### config.mk
export PLATFORM = sky130hd
export DESIGN_NAME = uart_baud_divisor_calc
export DESIGN_NICKNAME = d
export VERILOG_FILES = /design/src/rtl/ubd_pkg.sv /design/src/rtl/ubd_front.sv /design/src/rtl/ubd_div_stage.sv /design/src/rtl/ubd_post.sv /design/src/rtl/uart_baud_divisor_calc.sv
export SDC_FILE = /design/constraint.sdc
export NUM_CORES = 2
export LEC_CHECK = 0
export BUFFER_PORTS_ARGS = -buffer_cell sky130_fd_sc_hd__buf_2
export CAP_MARGIN = 10
export CORE_MARGIN = 5
export CORE_UTILIZATION = 65
export CTS_CLUSTER_DIAMETER = 40
export CTS_CLUSTER_SIZE = 25
export DETAILED_ROUTE_END_ITERATION = 10
export HOLD_SLACK_MARGIN = 0.08
export PLACE_DENSITY = 0.88
export SLEW_MARGIN = 20
export SYNTH_ARGS = -nofsm -noshare
export SYNTH_HDL_FRONTEND = slang
export SYNTH_HIERARCHICAL = 1
export SYNTH_SLANG_ARGS = --single-unit
### constraint.sdc
create_clock -name aclk -period 126.5 [get_ports aclk]
set_input_delay 25.3 -clock aclk [delete_from_list [all_inputs] [get_ports aclk]]
set_output_delay 25.3 -clock aclk [all_outputs]
set_load 0.02 [all_outputs]
### src/rtl/ubd_pkg.sv
// Shared types and constants of the UART baud divisor calculator.
package ubd_pkg;

    // Field and datapath widths
    localparam int BAUD_W    = 24;
    localparam int CLK_W     = 28;
    localparam int NUM_W     = 34;              // 25 * clock, padded to a whole divider pass
    localparam int DEN_W     = 26;              // 4 * baud rate
    localparam int QUO_W     = 32;              // scaled divisor never exceeds 32 bits
    localparam int MANT_W    = 26;              // scaled divisor / 100
    localparam int WORD_W    = 16;
    localparam int STAT_W    = 2;
    localparam int FRAC_W    = 4;
    localparam int REM_W     = 7;               // remainder of / 100
    localparam int FV_W      = 11;              // remainder * 16 + 50
    localparam int FP_W      = 22;              // FV_W * reciprocal product
    localparam int FQ_W      = 5;               // fraction before carry, 0..16
    localparam int CFG_IDX_W = 8;
    localparam int CFG_DAT_W = 32;

    // Divider layout: quotient bits retired per stage and stage count
    localparam int DIV_BITS   = 2;
    localparam int DIV_STAGES = NUM_W / DIV_BITS;

    // Reciprocal of 100 for 32-bit operands, and for the fraction numerator
    localparam logic [QUO_W-1:0] RECIP_100   = 32'h51EB_851F;
    localparam int               RECIP_SHIFT = 37;
    localparam logic [FV_W-1:0]  FRAC_RECIP  = 11'd1311;
    localparam int               FRAC_SHIFT  = 17;

    localparam logic [REM_W-1:0] HUNDRED     = 7'd100;
    localparam logic [FV_W-1:0]  ROUND_HALF  = 11'd50;
    localparam logic [FQ_W-1:0]  STEPS_8X    = 5'd8;
    localparam logic [FQ_W-1:0]  STEPS_16X   = 5'd16;
    localparam logic [MANT_W:0]  MANT_MAX    = 27'd4095;
    localparam logic [WORD_W-1:0] WORD_SAT   = 16'hFFFF;

    localparam logic [CLK_W-1:0] CLK_RESET   = 28'd16000000;

    // Configuration register indexes
    localparam logic [CFG_IDX_W-1:0] CFG_SLOW_CLK = 8'd0;
    localparam logic [CFG_IDX_W-1:0] CFG_FAST_CLK = 8'd1;

    // Result status codes
    typedef enum logic [STAT_W-1:0] {
        ST_OK        = 2'd0,
        ST_BAUD_ZERO = 2'd1,
        ST_OVERFLOW  = 2'd2
    } status_t;

    // One beat in flight through the divider
    typedef struct packed {
        logic [NUM_W-1:0] num;      // numerator bits left, quotient bits shifted in
        logic [DEN_W-1:0] rem;      // partial remainder
        logic [DEN_W-1:0] den;      // divisor
        logic             by8;      // 8x oversampling
        logic             zero;     // baud rate was zero
    } div_beat_t;

endpackage

### src/rtl/ubd_front.sv
// Input stage: bus clock select, numerator and denominator setup.
module ubd_front (
    input  logic                         aclk,
    input  logic                         aresetn,
    input  logic                         adv,
    input  logic                         in_valid,
    input  logic [ubd_pkg::BAUD_W-1:0]   baud_rate,
    input  logic                         oversample_by_8,
    input  logic                         use_fast_bus,
    input  logic [ubd_pkg::CLK_W-1:0]    slow_clk,
    input  logic [ubd_pkg::CLK_W-1:0]    fast_clk,
    output logic                         valid_reg,
    output ubd_pkg::div_beat_t           beat_reg
);
    import ubd_pkg::*;

    logic [CLK_W-1:0]   clk_sel;
    logic [NUM_W-2:0]   clk_ext;
    logic [NUM_W-2:0]   clk25;
    div_beat_t          beat_next;

    // Pick the bus clock and scale it by 25 with shifts and adds
    always_comb begin
        clk_sel = use_fast_bus ? fast_clk : slow_clk;
        clk_ext = {{(NUM_W-1-CLK_W){1'b0}}, clk_sel};
        clk25   = (clk_ext << 4) + (clk_ext << 3) + clk_ext;

        beat_next.num  = {1'b0, clk25};
        beat_next.rem  = '0;
        beat_next.den  = oversample_by_8 ? {1'b0, baud_rate, 1'b0} : {baud_rate, 2'b00};
        beat_next.by8  = oversample_by_8;
        beat_next.zero = (baud_rate == '0);
    end

    // Hold valid under reset, advance with the pipeline
    always_ff @(posedge aclk) begin
        if (!aresetn) begin
            valid_reg <= 1'b0;
        end else if (adv) begin
            valid_reg <= in_valid;
        end
    end

    always_ff @(posedge aclk) begin
        if (adv) begin
            beat_reg <= beat_next;
        end
    end

endmodule

### src/rtl/ubd_div_stage.sv
// One stage of the pipelined restoring divider.
module ubd_div_stage (
    input  logic                 aclk,
    input  logic                 aresetn,
    input  logic                 adv,
    input  logic                 valid_in,
    input  ubd_pkg::div_beat_t   beat_in,
    output logic                 valid_reg,
    output ubd_pkg::div_beat_t   beat_reg
);
    import ubd_pkg::*;

    logic [DEN_W:0]   shifted;
    logic [DEN_W-1:0] rem;
    logic [NUM_W-1:0] num;
    div_beat_t        beat_next;

    // Retire DIV_BITS quotient bits: shift, compare, subtract
    always_comb begin
        rem     = beat_in.rem;
        num     = beat_in.num;
        shifted = '0;
        for (int i = 0; i < DIV_BITS; i++) begin
            shifted = {rem, num[NUM_W-1]};
            num     = {num[NUM_W-2:0], 1'b0};
            if (shifted >= {1'b0, beat_in.den}) begin
                shifted = shifted - {1'b0, beat_in.den};
                num[0]  = 1'b1;
            end
            rem = shifted[DEN_W-1:0];
        end
        beat_next     = beat_in;
        beat_next.rem = rem;
        beat_next.num = num;
    end

    always_ff @(posedge aclk) begin
        if (!aresetn) begin
            valid_reg <= 1'b0;
        end else if (adv) begin
            valid_reg <= valid_in;
        end
    end

    always_ff @(posedge aclk) begin
        if (adv) begin
            beat_reg <= beat_next;
        end
    end

    // Partial remainder stays below the divisor
    a_rem_below_den: assert property (@(posedge aclk) disable iff (!aresetn)
        valid_reg && !beat_reg.zero |-> beat_reg.rem < beat_reg.den)
        else $error("divider remainder not below divisor");

endmodule

### src/rtl/ubd_post.sv
// Back end: mantissa and fraction by reciprocal, rounding carry, packing.
module ubd_post (
    input  logic                          aclk,
    input  logic                          aresetn,
    input  logic                          adv,
    input  logic                          valid_in,
    input  ubd_pkg::div_beat_t            beat_in,
    output logic                          valid_reg,
    output logic [ubd_pkg::WORD_W-1:0]    word_reg,
    output logic [ubd_pkg::STAT_W-1:0]    status_reg
);
    import ubd_pkg::*;

    // Stage 1: mantissa = quotient / 100
    logic                s1_valid_reg;
    logic [MANT_W-1:0]   s1_mant_reg;
    logic [REM_W-1:0]    s1_qlo_reg;
    logic                s1_by8_reg;
    logic                s1_zero_reg;
    logic [QUO_W-1:0]    quo;
    logic [2*QUO_W-1:0]  prod;

    // Stage 2: remainder and fraction numerator
    logic                s2_valid_reg;
    logic [MANT_W-1:0]   s2_mant_reg;
    logic [FV_W-1:0]     s2_fv_reg;
    logic                s2_by8_reg;
    logic                s2_zero_reg;
    logic [2*REM_W-1:0]  m100;
    logic [REM_W-1:0]    rem7;
    logic [FV_W-1:0]     fv_next;

    // Stage 3: fraction = numerator / 100
    logic                s3_valid_reg;
    logic [MANT_W-1:0]   s3_mant_reg;
    logic [FQ_W-1:0]     s3_frac_reg;
    logic                s3_by8_reg;
    logic                s3_zero_reg;
    logic [FP_W-1:0]     fp;

    // Stage 4: carry, saturation, packing
    logic [FQ_W-1:0]     steps;
    logic                carry;
    logic [MANT_W:0]     mant_c;
    logic [FRAC_W-1:0]   frac4;
    logic [WORD_W-1:0]   word_next;
    status_t             status_next;

    assign quo  = beat_in.num[QUO_W-1:0];
    assign prod = {{QUO_W{1'b0}}, quo} * {{QUO_W{1'b0}}, RECIP_100};

    assign m100    = {{REM_W{1'b0}}, s1_mant_reg[REM_W-1:0]} * {{REM_W{1'b0}}, HUNDRED};
    assign rem7    = s1_qlo_reg - m100[REM_W-1:0];
    assign fv_next = (s1_by8_reg ? {1'b0, rem7, 3'b000} : {rem7, 4'b0000}) + ROUND_HALF;

    assign fp = {{(FP_W-FV_W){1'b0}}, s2_fv_reg} * {{(FP_W-FV_W){1'b0}}, FRAC_RECIP};

    // Carry a full fraction step into the mantissa, then saturate
    always_comb begin
        steps  = s3_by8_reg ? STEPS_8X : STEPS_16X;
        carry  = (s3_frac_reg >= steps);
        mant_c = {1'b0, s3_mant_reg} + {{MANT_W{1'b0}}, carry};
        frac4  = carry ? '0
               : (s3_by8_reg ? {1'b0, s3_frac_reg[2:0]} : s3_frac_reg[FRAC_W-1:0]);
        if (s3_zero_reg) begin
            word_next   = '0;
            status_next = ST_BAUD_ZERO;
        end else if (mant_c > MANT_MAX) begin
            word_next   = WORD_SAT;
            status_next = ST_OVERFLOW;
        end else begin
            word_next   = {mant_c[WORD_W-FRAC_W-1:0], frac4};
            status_next = ST_OK;
        end
    end

    // Valid chain
    always_ff @(posedge aclk) begin
        if (!aresetn) begin
            s1_valid_reg <= 1'b0;
            s2_valid_reg <= 1'b0;
            s3_valid_reg <= 1'b0;
            valid_reg    <= 1'b0;
        end else if (adv) begin
            s1_valid_reg <= valid_in;
            s2_valid_reg <= s1_valid_reg;
            s3_valid_reg <= s2_valid_reg;
            valid_reg    <= s3_valid_reg;
        end
    end

    // Payload chain
    always_ff @(posedge aclk) begin
        if (adv) begin
            s1_mant_reg <= prod[RECIP_SHIFT+MANT_W-1:RECIP_SHIFT];
            s1_qlo_reg  <= quo[REM_W-1:0];
            s1_by8_reg  <= beat_in.by8;
            s1_zero_reg <= beat_in.zero;

            s2_mant_reg <= s1_mant_reg;
            s2_fv_reg   <= fv_next;
            s2_by8_reg  <= s1_by8_reg;
            s2_zero_reg <= s1_zero_reg;

            s3_mant_reg <= s2_mant_reg;
            s3_frac_reg <= fp[FRAC_SHIFT+FQ_W-1:FRAC_SHIFT];
            s3_by8_reg  <= s2_by8_reg;
            s3_zero_reg <= s2_zero_reg;

            word_reg    <= word_next;
            status_reg  <= status_next;
        end
    end

    // Remainder of / 100 is below 100, so the numerator stays below 1650
    a_fv_range: assert property (@(posedge aclk) disable iff (!aresetn)
        s2_valid_reg && !s2_zero_reg |-> s2_fv_reg < 11'd1650)
        else $error("fraction numerator out of range");

    // Rounded fraction never exceeds one full step
    a_frac_range: assert property (@(posedge aclk) disable iff (!aresetn)
        s3_valid_reg && !s3_zero_reg |-> s3_frac_reg <= (s3_by8_reg ? STEPS_8X : STEPS_16X))
        else $error("rounded fraction above one step");

endmodule

### src/rtl/uart_baud_divisor_calc.sv
// UART baud divisor calculator top level: config registers, pipeline, stream ports.
//
// Takes one request beat per cycle and returns one result beat per request, in order,
// after the request has passed one input stage, a 17-stage restoring divider
// that retires two quotient bits per stage on the 34-bit numerator 25*clock, and four
// stages that split off the mantissa and rounded fraction by multiplying with
// reciprocals of 100, carry a full fraction step, saturate and pack. The whole pipeline
// freezes while a result beat waits on m_tready, so s_tready follows m_tready whenever
// the output register is full. Status 1 marks a zero baud rate (word 0), status 2 a
// mantissa above 4095 (word 0xFFFF). Write the bus clock registers only while no
// request is in flight.
module uart_baud_divisor_calc (
    input  logic                            aclk,
    input  logic                            aresetn,
    // request channel
    input  logic                            s_tvalid,
    output logic                            s_tready,
    input  logic [23:0]                     s_tdata,    // [23:0] baud_rate
    input  logic [1:0]                      s_tuser,    // [0] oversample_by_8, [1] use_fast_bus
    // result channel
    output logic                            m_tvalid,
    input  logic                            m_tready,
    output logic [15:0]                     m_tdata,    // [15:0] divisor_word
    output logic [1:0]                      m_tuser,    // [1:0] status
    // configuration write channel
    input  logic                            cfg_valid,
    output logic                            cfg_ready,
    input  logic [ubd_pkg::CFG_IDX_W-1:0]   cfg_index,
    input  logic [ubd_pkg::CFG_DAT_W-1:0]   cfg_data
);
    import ubd_pkg::*;

    logic              adv;
    logic [CLK_W-1:0]  slow_clk_reg;
    logic [CLK_W-1:0]  fast_clk_reg;
    logic              div_valid [0:DIV_STAGES];
    div_beat_t         div_beat  [0:DIV_STAGES];

    // Advance the pipeline whenever the output register is free or being drained
    assign adv       = !m_tvalid || m_tready;
    assign s_tready  = adv;
    assign cfg_ready = 1'b1;

    // Bus clock registers; unknown indexes are dropped
    always_ff @(posedge aclk) begin
        if (!aresetn) begin
            slow_clk_reg <= CLK_RESET;
            fast_clk_reg <= CLK_RESET;
        end else if (cfg_valid && cfg_ready) begin
            unique case (cfg_index)
                CFG_SLOW_CLK: slow_clk_reg <= cfg_data[CLK_W-1:0];
                CFG_FAST_CLK: fast_clk_reg <= cfg_data[CLK_W-1:0];
                default: ;
            endcase
        end
    end

    ubd_front u_front (
        .aclk            (aclk),
        .aresetn         (aresetn),
        .adv             (adv),
        .in_valid        (s_tvalid),
        .baud_rate       (s_tdata),
        .oversample_by_8 (s_tuser[0]),
        .use_fast_bus    (s_tuser[1]),
        .slow_clk        (slow_clk_reg),
        .fast_clk        (fast_clk_reg),
        .valid_reg       (div_valid[0]),
        .beat_reg        (div_beat[0])
    );

    // Divider stages
    for (genvar g = 0; g < DIV_STAGES; g++) begin : g_div
        ubd_div_stage u_stage (
            .aclk      (aclk),
            .aresetn   (aresetn),
            .adv       (adv),
            .valid_in  (div_valid[g]),
            .beat_in   (div_beat[g]),
            .valid_reg (div_valid[g+1]),
            .beat_reg  (div_beat[g+1])
        );
    end

    ubd_post u_post (
        .aclk       (aclk),
        .aresetn    (aresetn),
        .adv        (adv),
        .valid_in   (div_valid[DIV_STAGES]),
        .beat_in    (div_beat[DIV_STAGES]),
        .valid_reg  (m_tvalid),
        .word_reg   (m_tdata),
        .status_reg (m_tuser)
    );

    // Only the three defined status codes leave the block
    a_status_code: assert property (@(posedge aclk) disable iff (!aresetn)
        m_tvalid |-> m_tuser != 2'd3)
        else $error("undefined status code");

    // Zero baud rate always reports an empty word
    a_zero_word: assert property (@(posedge aclk) disable iff (!aresetn)
        m_tvalid && m_tuser == ST_BAUD_ZERO |-> m_tdata == '0)
        else $error("zero baud rate with nonzero word");

    // Overflow always reports the saturated word
    a_sat_word: assert property (@(posedge aclk) disable iff (!aresetn)
        m_tvalid && m_tuser == ST_OVERFLOW |-> m_tdata == WORD_SAT)
        else $error("overflow without saturated word");

endmodule

==> impl_metrics.csv <==
group,metric,value,unit
drt,first_pass_iters,7,
layout,finalNetCount,13900,
die,initial_utilization,65.2,%
clock_tree,htree_num_levels,4,
drt,viasPerCell,6.28,
sta,max_slew_margin,17.2,%
critical_path,cp_max_fo,3,
critical_path,cp.required,101200,ps
global_routing,grt_first_pass_wirelength,516,mm
critical_path,critical_path_arrival,25950,ps
drt,vias,93300,
placement,place_ws,75240,ps
sta,fin_crit,51250,ps
die,pin_count,92,
synthesis,netlist_area,130000,um2
hold_path,min_path_type,"flop to flop",
sta,finalSetupViolCount,0,
sta,rsz0062_at_grt,"no",
global_routing,grt_max_degree,194,
die,die_y,457,um
critical_path,cp_top_family,"buffers and inverters",
sta,finalHoldViolCount,0,
placement,io_buffers,86,
critical_path,cpPeakStageDelay,290,ps
clock_tree,numCtsBuffers,222,
global_routing,grt_pass1_vias,94600,
clock_tree,cts_tree,"yes",
synthesis,synthCells,11800,
synthesis,syn-mean-instance-area,11.0,um2
sta,fin_crit_sh,40.5,%
sta,tns,0,ps
clock_tree,cts_root_buf,"clkbuf_16",
sta,timing.fmax,0.0195,GHz
layout,largest_reg_flops,1410,
clock_tree,cts_setup_buffers,0,
global_routing,grt_usage,30.9,%
clock_tree,cts_resized,0,
sta,worst_slew_pin_slew,1230,ps
critical_path,setup.worst_path.end_class,"output pin",
die,design.die.area,209000,um2
die,core_region_area,199000,um2
clock_tree,clock_latency,890,ps
critical_path,cp.buffers_inverters,2,
sta,slew_viol_final,0,
run_status,status,"completed",
clock_tree,cts_hold_buf,0,
sta,setup_ws,75250,ps
placement,place_congestion,0.990,
drt,drcViolationCount,0,
drt,post_drt_wl_per_cell,22.3,um
flow_run,maxCapViolCount,0,
drt,ant_nets,0,
global_routing,grt_antenna_before_repair,7,
sta,fin_worst_skew,88.8,ps
placement,hpwl,257,mm
critical_path,crit_chain,"buf_2, nand2b_4, buf_2",
critical_path,critPathMostFrequentCell,"buf_2",
global_routing,gr-total-overflow,0,
synthesis,synth_warnings,6,
drt,drt_wl_total,331,mm
sta,holdWs,357,ps
layout,area_growth,8.38,%
layout,layout-drive-gt1-share,12.5,%
critical_path,cp-start-kind,"input port",
die,num_rows,164,
critical_path,crit_type,"input port to output pin",
drt,drt-initial-drc-count,8261,
clock_tree,cts_sinks,1670,
clock_tree,path_clk_slew,80,ps
critical_path,slowest_stage,"buf_2",
clock_tree,cts_buffer_depth,3,
die,fp.dieW,457,um
-- through the flow --
| step | cell area (um2) | utilization, % | cells |
|---|---|---|---|
| floorplan | 130000 | - | 11900 |
| global placement | 133000 | 66.7 | 14400 |
| detailed placement | 133000 | 66.7 | 14400 |
| CTS | 141000 | 70.7 | 14900 |
| global route | 141000 | 70.7 | 14900 |
| finish | 141000 | 70.7 | 14900 |
-- layout by cell type, fill, tap and decap left out, types with 276 or more instances in the layout --
master	instances
xor2_1	279
mux2_4	295
xnor2_1	492
a21oi_1	805
o21ai_0	502
edfxtp_1	1592
a21o_1	322
nand3_1	276
nand2_1	666
fa_1	474
ha_1	1389
mux2_2	355
nor2_1	523
inv_1	1330
-- worst paths after layout --
check | startpoint | cells past startpoint | end | slack (ps)
min | g_div[6].u_stage/beat_reg[56]$_DFFE_PP_ | 0 | g_div[7].u_stage/beat_reg[58]$_DFFE_PP_ | 360
min reg2reg | g_div[6].u_stage/beat_reg[56]$_DFFE_PP_ | 0 | g_div[7].u_stage/beat_reg[58]$_DFFE_PP_ | 360
max | m_tready | 3 | s_tready | 75250
max reg2reg | g_div[12].u_stage/beat_reg[25]$_DFFE_PP_ | 21 | g_div[13].u_stage/beat_reg[33]$_DFFE_PP_ | 118280
-- area by class of cell --
cell class,instances,area (um2)
Multi-Input combinational cell,8629,74400
Clock inverter,193,2500
Timing Repair Buffer,117,732
Fill cell,14000,58400
Antenna cell,3,7.51
Sequential cell,1670,49400
Inverter,1356,5090
Clock buffer,230,5600
Tap cell,2656,3320
-- routing by layer --
layer | GRT usage, % | vias up | wire length [um]
met4 | 15.0 | 0 | 18100
met5 | 0 | - | 0
li1 | - | 43500 | -
met2 | 53.2 | 3449 | 162000
met3 | 4.36 | 887 | 19600
met1 | 38.4 | 45400 | 132000
-- worst register-to-register path: cells and delay by family (launching register included) --
family / cells / cell delay [ps]
AO/OA/AOI/OAI: 4 / 910
buffers and inverters: 5 / 1320
flip-flops: 1 / 400
adder cells (fa/ha/maj): 2 / 760
multiplexers: 2 / 820
AND/OR/NAND/NOR: 8 / 3720
Power is not shown: default switching activity piles up to over one toggle a cycle in this logic, so the estimate is an artifact.
